**src/rtl/core/pses_pkg.sv**
```systemverilog
// shared constants, codes and handshake structs for the prefix expression evaluator
package pses_pkg;

  localparam int STACK_DEPTH = 64;
  localparam int DATA_W      = 32;
  localparam int OP_W        = 3;
  localparam int ST_W        = 3;
  localparam int SP_W        = $clog2(STACK_DEPTH + 1);
  localparam int ADDR_W      = $clog2(STACK_DEPTH);
  localparam int OUT_TDATA_W = ((DATA_W + ST_W + 7) / 8) * 8;
  localparam int DIV_CNT_W   = $clog2(DATA_W);

  // token kinds
  localparam logic [OP_W-1:0] OP_NUM = 3'd0;
  localparam logic [OP_W-1:0] OP_ADD = 3'd1;
  localparam logic [OP_W-1:0] OP_SUB = 3'd2;
  localparam logic [OP_W-1:0] OP_MUL = 3'd3;
  localparam logic [OP_W-1:0] OP_DIV = 3'd4;

  // status codes
  localparam logic [ST_W-1:0] ST_OK       = 3'd0;
  localparam logic [ST_W-1:0] ST_FEW      = 3'd1;
  localparam logic [ST_W-1:0] ST_DIVZERO  = 3'd2;
  localparam logic [ST_W-1:0] ST_OVERFLOW = 3'd3;
  localparam logic [ST_W-1:0] ST_EMPTY    = 3'd4;

  typedef struct packed {
    logic            start;
    logic [OP_W-1:0] op;
  } alu_req_t;

  typedef struct packed {
    logic              done;
    logic [DATA_W-1:0] result;
  } alu_rsp_t;

endpackage

```
**src/rtl/core/pses_alu.sv**
```systemverilog
// shared arithmetic unit: registered add, subtract, multiply; bit-serial signed divide
module pses_alu (
  input  logic                     clk,
  input  logic                     rst_n,
  input  pses_pkg::alu_req_t       req,
  input  logic [pses_pkg::DATA_W-1:0] a,
  input  logic [pses_pkg::DATA_W-1:0] b,
  output pses_pkg::alu_rsp_t       rsp
);
  import pses_pkg::*;

  typedef enum logic [2:0] {
    A_IDLE = 3'b001,
    A_DIV  = 3'b010,
    A_FIX  = 3'b100
  } alu_state_t;

  alu_state_t            state_r, state_nxt;
  logic                  done_r, done_nxt;
  logic [DATA_W-1:0]     res_r, res_nxt;
  logic [DATA_W-1:0]     rem_r, rem_nxt;
  logic [DATA_W-1:0]     quo_r, quo_nxt;
  logic [DATA_W-1:0]     div_r, div_nxt;
  logic                  neg_r, neg_nxt;
  logic [DIV_CNT_W-1:0]  cnt_r, cnt_nxt;

  logic [DATA_W-1:0]     mag_a, mag_b;
  logic [DATA_W:0]       shifted, diff;

  always_comb begin
    mag_a   = a[DATA_W-1] ? (~a + 1'b1) : a;
    mag_b   = b[DATA_W-1] ? (~b + 1'b1) : b;
    shifted = {rem_r, quo_r[DATA_W-1]};
    diff    = shifted - {1'b0, div_r};
  end

  always_comb begin
    state_nxt = state_r;
    done_nxt  = 1'b0;
    res_nxt   = res_r;
    rem_nxt   = rem_r;
    quo_nxt   = quo_r;
    div_nxt   = div_r;
    neg_nxt   = neg_r;
    cnt_nxt   = cnt_r;
    case (state_r)
      A_IDLE: begin
        if (req.start) begin
          case (req.op)
            OP_ADD: begin
              res_nxt  = a + b;
              done_nxt = 1'b1;
            end
            OP_SUB: begin
              res_nxt  = a - b;
              done_nxt = 1'b1;
            end
            OP_MUL: begin
              res_nxt  = a * b;
              done_nxt = 1'b1;
            end
            default: begin
              // restoring division on magnitudes, sign applied at the end
              rem_nxt   = '0;
              quo_nxt   = mag_a;
              div_nxt   = mag_b;
              neg_nxt   = a[DATA_W-1] ^ b[DATA_W-1];
              cnt_nxt   = DIV_CNT_W'(DATA_W - 1);
              state_nxt = A_DIV;
            end
          endcase
        end
      end
      A_DIV: begin
        if (!diff[DATA_W]) begin
          rem_nxt = diff[DATA_W-1:0];
          quo_nxt = {quo_r[DATA_W-2:0], 1'b1};
        end else begin
          rem_nxt = shifted[DATA_W-1:0];
          quo_nxt = {quo_r[DATA_W-2:0], 1'b0};
        end
        cnt_nxt = cnt_r - 1'b1;
        if (cnt_r == '0) begin
          state_nxt = A_FIX;
        end
      end
      A_FIX: begin
        res_nxt   = neg_r ? (~quo_r + 1'b1) : quo_r;
        done_nxt  = 1'b1;
        state_nxt = A_IDLE;
      end
      default: begin
        state_nxt = A_IDLE;
      end
    endcase
  end

  always_ff @(posedge clk) begin
    if (!rst_n) begin
      state_r <= A_IDLE;
      done_r  <= 1'b0;
    end else begin
      state_r <= state_nxt;
      done_r  <= done_nxt;
    end
  end

  always_ff @(posedge clk) begin
    res_r <= res_nxt;
    rem_r <= rem_nxt;
    quo_r <= quo_nxt;
    div_r <= div_nxt;
    neg_r <= neg_nxt;
    cnt_r <= cnt_nxt;
  end

  assign rsp.done   = done_r;
  assign rsp.result = res_r;

endmodule

```
**src/rtl/core/prefix_expression_stack_evaluator_top.sv**
```systemverilog
// prefix expression evaluator: token sequencer, operand stack memory and result register
//
//  channel | dir | handshake           | payload
//  --------+-----+---------------------+-------------------------------------------
//  in_     | in  | in_tvalid/in_tready | tdata value, tuser op, tlast end of expr
//  out_    | out | out_tvalid/out_tready| tdata result[31:0], status[34:32]
//
// number tokens run the exec and finish states; operators also read two operands and
// wait on the alu (one quotient bit per cycle for divide); a last token adds a top read.
// the stack memory has one write and one registered read port, used once per step.
// in_tready is high only while the sequencer is idle; a pending result waits in the
// output register and only a last token whose report finds it still full stalls.
// reset clears the stack pointer and error latch; stack contents need no clearing.
module prefix_expression_stack_evaluator_top (
  input  logic                              clk,
  input  logic                              rst_n,
  input  logic                              in_tvalid,
  output logic                              in_tready,
  input  logic [pses_pkg::DATA_W-1:0]       in_tdata,   // value
  input  logic [pses_pkg::OP_W-1:0]         in_tuser,   // op
  input  logic                              in_tlast,
  output logic                              out_tvalid,
  input  logic                              out_tready,
  output logic [pses_pkg::OUT_TDATA_W-1:0]  out_tdata   // result, status, zero fill
);
  import pses_pkg::*;

  typedef enum logic [6:0] {
    S_IDLE   = 7'b0000001,
    S_EXEC   = 7'b0000010,
    S_RDA    = 7'b0000100,
    S_RDB    = 7'b0001000,
    S_WAIT   = 7'b0010000,
    S_FINISH = 7'b0100000,
    S_REPORT = 7'b1000000
  } seq_state_t;

  seq_state_t           state_r, state_nxt;
  logic [SP_W-1:0]      sp_r, sp_nxt;
  logic [ST_W-1:0]      err_r, err_nxt;
  logic                 out_valid_r, out_valid_nxt;

  logic [OP_W-1:0]      op_r, op_nxt;
  logic [DATA_W-1:0]    value_r, value_nxt;
  logic                 last_r, last_nxt;
  logic [DATA_W-1:0]    a_r, a_nxt;
  logic [DATA_W-1:0]    out_result_r, out_result_nxt;
  logic [ST_W-1:0]      out_status_r, out_status_nxt;

  logic [DATA_W-1:0]    stack_mem [STACK_DEPTH];
  logic [DATA_W-1:0]    rd_data_r;
  logic                 wr_en, rd_en;
  logic [ADDR_W-1:0]    wr_addr, rd_addr;
  logic [DATA_W-1:0]    wr_data;
  logic [SP_W-1:0]      sp_dec;

  alu_req_t             alu_req;
  alu_rsp_t             alu_rsp;

  pses_alu u_alu (
    .clk   (clk),
    .rst_n (rst_n),
    .req   (alu_req),
    .a     (a_r),
    .b     (rd_data_r),
    .rsp   (alu_rsp)
  );

  assign in_tready  = (state_r == S_IDLE);
  assign out_tvalid = out_valid_r;
  assign out_tdata  = {{(OUT_TDATA_W - DATA_W - ST_W){1'b0}}, out_status_r, out_result_r};
  assign sp_dec     = sp_r - 1'b1;

  always_comb begin
    state_nxt      = state_r;
    sp_nxt         = sp_r;
    err_nxt        = err_r;
    out_valid_nxt  = out_valid_r && !out_tready;
    op_nxt         = op_r;
    value_nxt      = value_r;
    last_nxt       = last_r;
    a_nxt          = a_r;
    out_result_nxt = out_result_r;
    out_status_nxt = out_status_r;
    wr_en          = 1'b0;
    wr_addr        = sp_r[ADDR_W-1:0];
    wr_data        = value_r;
    rd_en          = 1'b0;
    rd_addr        = sp_dec[ADDR_W-1:0];
    alu_req.start  = 1'b0;
    alu_req.op     = op_r;
    case (state_r)
      S_IDLE: begin
        if (in_tvalid) begin
          op_nxt    = in_tuser;
          value_nxt = in_tdata;
          last_nxt  = in_tlast;
          state_nxt = S_EXEC;
        end
      end
      S_EXEC: begin
        state_nxt = S_FINISH;
        if (err_r == ST_OK && op_r <= OP_DIV) begin
          if (op_r == OP_NUM) begin
            if (sp_r == SP_W'(STACK_DEPTH)) begin
              err_nxt = ST_OVERFLOW;
            end else begin
              wr_en  = 1'b1;
              sp_nxt = sp_r + 1'b1;
            end
          end else if (sp_r == '0) begin
            err_nxt = ST_FEW;
          end else begin
            rd_en     = 1'b1;
            sp_nxt    = sp_dec;
            state_nxt = S_RDA;
          end
        end
      end
      S_RDA: begin
        a_nxt = rd_data_r;
        if (sp_r == '0) begin
          err_nxt   = ST_FEW;
          state_nxt = S_FINISH;
        end else begin
          rd_en     = 1'b1;
          sp_nxt    = sp_dec;
          state_nxt = S_RDB;
        end
      end
      S_RDB: begin
        if (op_r == OP_DIV && rd_data_r == '0) begin
          err_nxt   = ST_DIVZERO;
          state_nxt = S_FINISH;
        end else begin
          alu_req.start = 1'b1;
          state_nxt     = S_WAIT;
        end
      end
      S_WAIT: begin
        if (alu_rsp.done) begin
          wr_en     = 1'b1;
          wr_data   = alu_rsp.result;
          sp_nxt    = sp_r + 1'b1;
          state_nxt = S_FINISH;
        end
      end
      S_FINISH: begin
        if (last_r) begin
          // fetch the top entry for the report
          rd_en     = 1'b1;
          state_nxt = S_REPORT;
        end else begin
          state_nxt = S_IDLE;
        end
      end
      S_REPORT: begin
        if (!out_valid_r || out_tready) begin
          out_valid_nxt  = 1'b1;
          out_status_nxt = err_r;
          out_result_nxt = '0;
          if (err_r == ST_OK) begin
            if (sp_r == '0) begin
              out_status_nxt = ST_EMPTY;
            end else begin
              out_result_nxt = rd_data_r;
            end
          end
          sp_nxt    = '0;
          err_nxt   = ST_OK;
          state_nxt = S_IDLE;
        end
      end
      default: begin
        state_nxt = S_IDLE;
      end
    endcase
  end

  always_ff @(posedge clk) begin
    if (!rst_n) begin
      state_r     <= S_IDLE;
      sp_r        <= '0;
      err_r       <= ST_OK;
      out_valid_r <= 1'b0;
    end else begin
      state_r     <= state_nxt;
      sp_r        <= sp_nxt;
      err_r       <= err_nxt;
      out_valid_r <= out_valid_nxt;
    end
  end

  always_ff @(posedge clk) begin
    op_r         <= op_nxt;
    value_r      <= value_nxt;
    last_r       <= last_nxt;
    a_r          <= a_nxt;
    out_result_r <= out_result_nxt;
    out_status_r <= out_status_nxt;
  end

  // operand stack: one write port, one registered read port
  always_ff @(posedge clk) begin
    if (wr_en) begin
      stack_mem[wr_addr] <= wr_data;
    end
    if (rd_en) begin
      rd_data_r <= stack_mem[rd_addr];
    end
  end

endmodule

```
**config.mk**
```make
export PLATFORM = sky130hd
export DESIGN_NAME = prefix_expression_stack_evaluator_top
export DESIGN_NICKNAME = d
export VERILOG_FILES = /design/src/rtl/core/pses_pkg.sv /design/src/rtl/core/pses_alu.sv /design/src/rtl/core/prefix_expression_stack_evaluator_top.sv
export SDC_FILE = /design/constraint.sdc
export NUM_CORES = 2
export LEC_CHECK = 0
export CELL_PAD_IN_SITES_DETAIL_PLACEMENT = 2
export CELL_PAD_IN_SITES_GLOBAL_PLACEMENT = 2
export CORE_UTILIZATION = 50
export DETAILED_ROUTE_END_ITERATION = 6
export DONT_BUFFER_PORTS = 1
export PLACE_DENSITY_LB_ADDON = 0.1
export SYNTH_ARGS = -nofsm -noshare
export SYNTH_HDL_FRONTEND = slang
export SYNTH_SLANG_ARGS = --single-unit
```
**constraint.sdc**
```tcl
create_clock -name clk -period 7.8 [get_ports clk]
set_input_delay 1.56 -clock clk [delete_from_list [all_inputs] [get_ports clk]]
set_output_delay 1.56 -clock clk [all_outputs]
set_load 0.1 [all_outputs]
```
==> results of run 1 <==
==> cell families after synthesis <==
family / synth area share (%)
xor gates and xnor gates: 2.06
AOI/OAI and AO/OA: 2.54
muxes: 14.3
adders and majority gates: 9.62
buffers and inverters: 2.70
DFF: 63.3
other: 0.00339
and+or+nand+nor: 5.47
==> per-stage QoR <==
stage,hold WS (ns),setup WS [ns],cell area (sq um),cells
after floorplan,0.424,0.822,111000,6374
after global placement,0.491,0.480,116000,9237
==> synth_stat cells, drive strengths merged, types with 18 or more instances <==
library cell	number	area share [%]
a211oi	38	0.26
and2	345	2.0
nor2	216	0.74
o31ai	29	0.21
a21oi	108	0.49
mux4	672	14
xnor2	142	1.1
mux2	32	0.33
nand3	30	0.14
nor3	42	0.19
inv	435	1.5
a21o	34	0.23
ha	194	2.2
xor2	116	0.92
clkbuf	292	0.99
edfxtp	2317	63
fa	410	7.4
buf	61	0.23
or3	40	0.23
nand2	390	1.3
mux2i	30	0.27
o21ai	121	0.55
nand2b	27	0.15
dfxtp	22	0.40
a31oi	18	0.10
==> results.py, run 1 <==
metrics = {
    "place": {
        "port_buffers": 0,
        "gp_congestion": 0.874,
        "dpl.hpwl_mm": 263,
    },
    "floorplanning": {
        "rows": 172,
        "die_x_um": 472,
        "die_h_um": 472,
        "start_util_pct": 50.3,
        "ios": 82,
    },
    "yosys": {
        "netlist_area_sq_um": 111000,
        "synth_cell_type_count": 75,
        "synth-seq-cells": 2339,
        "syn_inst": 6370,
        "syn_avg_cell_area_sq_um": 17.4,
        "ys.warnings.count": 0,
        "yosysSeqAreaShare_pct": 63.3,
        "async_flop_share_pct": 0,
        "synth_edf_count": 2317,
        "ys.flop_type": "edfxtp_1",
    },
    "outcome": {
        "haltStage": "detailed placement (3_5_place_dp)",
        "error": "[ERROR DPL-0033] detailed placement checks failed during check placement.",
        "status": "stopped before the end",
    },
}
==> run 2: changes to the inputs <==
--- a/config.mk
+++ b/config.mk
@@ -5,12 +5,10 @@
 export SDC_FILE = /design/constraint.sdc
 export NUM_CORES = 2
 export LEC_CHECK = 0
-export CELL_PAD_IN_SITES_DETAIL_PLACEMENT = 2
-export CELL_PAD_IN_SITES_GLOBAL_PLACEMENT = 2
-export CORE_UTILIZATION = 50
+export CORE_UTILIZATION = 35
 export DETAILED_ROUTE_END_ITERATION = 6
 export DONT_BUFFER_PORTS = 1
-export PLACE_DENSITY_LB_ADDON = 0.1
+export PLACE_DENSITY_LB_ADDON = 0.15
 export SYNTH_ARGS = -nofsm -noshare
 export SYNTH_HDL_FRONTEND = slang
 export SYNTH_SLANG_ARGS = --single-unit
==> run 2 against run 1 <==
The run now ends clean. Synthesized cell count did not move. Synthesized area did not move.
==> results.py, run 2 <==
metrics = {
    "yosys": {
        "syn_inst": 6370,
        "synth_cell_type_count": 75,
        "ys.flop_type": "edfxtp_1",
        "yosysSeqAreaShare_pct": 63.3,
        "yosys-top-cells-area": "edfxtp_1 63%, mux4_2 14%, fa_1 7.4%",
        "ys.warnings.count": 0,
        "synth_common_cells": "2317 x edfxtp_1, 672 x mux4_2, 435 x inv_1, 410 x fa_1, 390 x nand2_1",
        "netlist_area_sq_um": 111000,
        "synth_top_area_share_pct": 62.9,
        "synth.most_common_cell": "edfxtp_1",
        "synth-seq-cells": 2339,
        "synth_edf_count": 2317,
        "async_flop_share_pct": 0,
        "syn_avg_cell_area_sq_um": 17.4,
        "yosysTopAreaCell": "edfxtp_1",
    },
    "outcome": {
        "status": "completed",
    },
    "finish": {
        "drive_gt1_share_pct": 21.3,
        "finish.net_count": 7184,
        "area_delta_synth_final_pct": 13.6,
        "layout_common_cells": "2317 x edfxtp_1, 672 x mux4_2, 435 x inv_1",
        "top_register": "stack_mem",
        "largest_register_ffs": 2048,
        "multiInputGateArea_sq_um": 38200,
        "fill_cells": 28400,
        "instances_no_fill": 10900,
        "final_common_cell": "edfxtp_1",
        "regArea_sq_um": 70000,
    },
    "sta": {
        "fmax_mhz": 134,
        "grt_setup_unrepaired": "false",
        "fin_worst_skew_ns": 0.0825,
        "period_needed_ns": 7.44,
        "setup_tns_ns": 0,
        "slew_headroom_pct": 19.8,
        "finalCritPeriodShare_pct": 95.3,
        "hold_viol_final": 0,
        "setup_viol": 0,
        "slew_viol_final": 0,
        "layout_setup_ws_ns": 0.365,
        "worstMarginPinSlew_ns": 1.20,
    },
    "setup_path": {
        "r2r_setup_slack_ns": 0.36,
        "path_class": "reg -> reg",
        "timing.rr.start": "rd_data_r[5]",
        "worstPathArrival_ns": 8.00,
        "cp_max_fo": 12,
        "rr_worst_depth": 21,
        "crit_path_start_kind": "flip-flop",
        "crit_path_end_kind": "flip-flop",
        "r2r_end": "u_alu.res_r[31]",
        "crit_required_ns": 8.36,
    },
    "drt": {
        "vias": 58100,
        "drc": 0,
        "first_iter_violations": 5291,
        "drtAntennaViolNets": 0,
        "firstDrtPassIters": 6,
        "wirelength_mm": 331,
        "wl_per_cell_um": 30.3,
        "via_per_inst": 5.31,
    },
    "global_routing": {
        "grt_start_max_net_pins": 107,
        "grt_pass1_vias": 60900,
        "antenna_found_initial": 27,
        "overflow": 0,
        "grt_pass1_wl_mm": 466,
        "grt_use_total_pct": 20.8,
    },
    "worst_hold_path": {
        "min_to": "err_r[2]",
        "holdPathStages": 2,
        "min_from": "err_r[2]",
        "holdCritPathClass": "reg -> reg",
    },
    "floorplanning": {
        "die_x_um": 564,
        "coreArea_sq_um": 315000,
        "die_area_sq_um": 318000,
        "ios": 82,
        "start_util_pct": 35.1,
        "die_h_um": 564,
        "rows": 206,
    },
    "clocking": {
        "cts_hold_buf": 0,
        "clk_pin_slew_ns": 0.06,
        "cts_resized": 0,
        "htree_levels": 5,
        "numCtsBuffers": 270,
        "clock_sinks": 2339,
        "cts_setup_buffers": 0,
        "cts_tree": "yes",
        "clk_path_buf_depth": 4,
        "insertion_delay_ns": 0.90,
        "cts_root_buf": "clkbuf_16",
    },
    "place": {
        "post-place-ws_ns": 0.337,
        "dp.cells": 10400,
        "gp_congestion": 0.862,
        "dpl.hpwl_mm": 206,
        "port_buffers": 0,
    },
    "power": {
        "p_leak_nw": 41.4,
        "peakVddDrop_mv": 0.197,
        "cellPowerDensity_nw_per_um2": 213,
    },
    "flow_run": {
        "maxCapViolCount": 0,
    },
}
## run 2: cell counts after synthesis
No cell type changed its count.
## run 2: worst max-delay path, stage by stage, from the launching register on
cell and delay (ns):
edfxtp_1 0.52, clkbuf_4 0.24, buf_4 0.24, and2_1 0.21
fa_1 0.54, inv_1 0.05, fa_1 0.53, fa_1 0.44
fa_1 0.57, fa_1 0.46, fa_1 0.59, fa_1 0.48
fa_1 0.45, xnor2_1 0.17, xnor2_1 0.21, xnor2_1 0.16
xnor2_1 0.10, xnor2_1 0.37, xnor3_1 0.49, xnor2_1 0.17
nand2_1 0.09, a22oi_2 0.05
## run 2: layer usage
metal | vias to the layer above | GRT usage (%) | share of wire, %
li1 | 24600 | - | -
met1 | 31500 | 27.9 | 43
met2 | 1501 | 35.5 | 50
met3 | 431 | 2.33 | 4.3
met4 | 0 | 6.50 | 3.2
met5 | - | 0 | 0
## run 2: worst max path at each step
stage | from | end | slack [ns]
5_1_grt | a_r[9] | u_alu.res_r[27] | 0.02
2_1_floorplan | rd_data_r[7] | u_alu.res_r[30] | 0.82
6_report | rd_data_r[5] | u_alu.res_r[31] | 0.36
3_5_place_dp | rd_data_r[14] | u_alu.res_r[30] | 0.34
4_1_cts | rd_data_r[14] | u_alu.res_r[30] | 0.28
3_3_place_gp | rd_data_r[14] | u_alu.res_r[30] | 0.33
## run 2: final cells by class
cell class / count / share of cell area [%]
clock inverter: 159 / 1.23
inverter: 435 / 1.30
sequential: 2339 / 55.7
tap: 4160 / 4.14
multi-input combinational: 3247 / 30.4
timing repair buffer: 247 / 1.57
antenna: 22 / 0.0438
clock buffer: 320 / 5.56
## run 2: through the flow
step                power, mW  hold WS [ns]  area (sq um)  util [%]
floorplan                14.5         0.424        111000         -
global placement         14.8         0.485        117000      37.2
detailed placement       14.8         0.486        117000      37.2
CTS                      27.1         0.494        126000      39.9
global route             27.6         0.524        126000      39.9
finish                   26.8         0.497        126000      39.9
## run 2: power breakdown
| part | switching, mW | internal [mW] | total [mW] |
|---|---|---|---|
| logic | 0.477 | 0.150 | 0.627 |
| registers | 0.0179 | 13.9 | 13.9 |
| clock network | 5.32 | 6.99 | 12.3 |
| total | 5.82 | 21.0 | 26.8 |
## run 2: cells by family after synthesis
logic type	Yosys count	share of synthesized area, %
simple gates	1202	5.47
flops	2339	63.3
xor+xnor	259	2.06
compound gates	443	2.54
fa+ha+maj	604	9.62
mux	734	14.3
other cells	1	0.00339
buf+inv	788	2.70
Power figures use the tool's default switching activity.
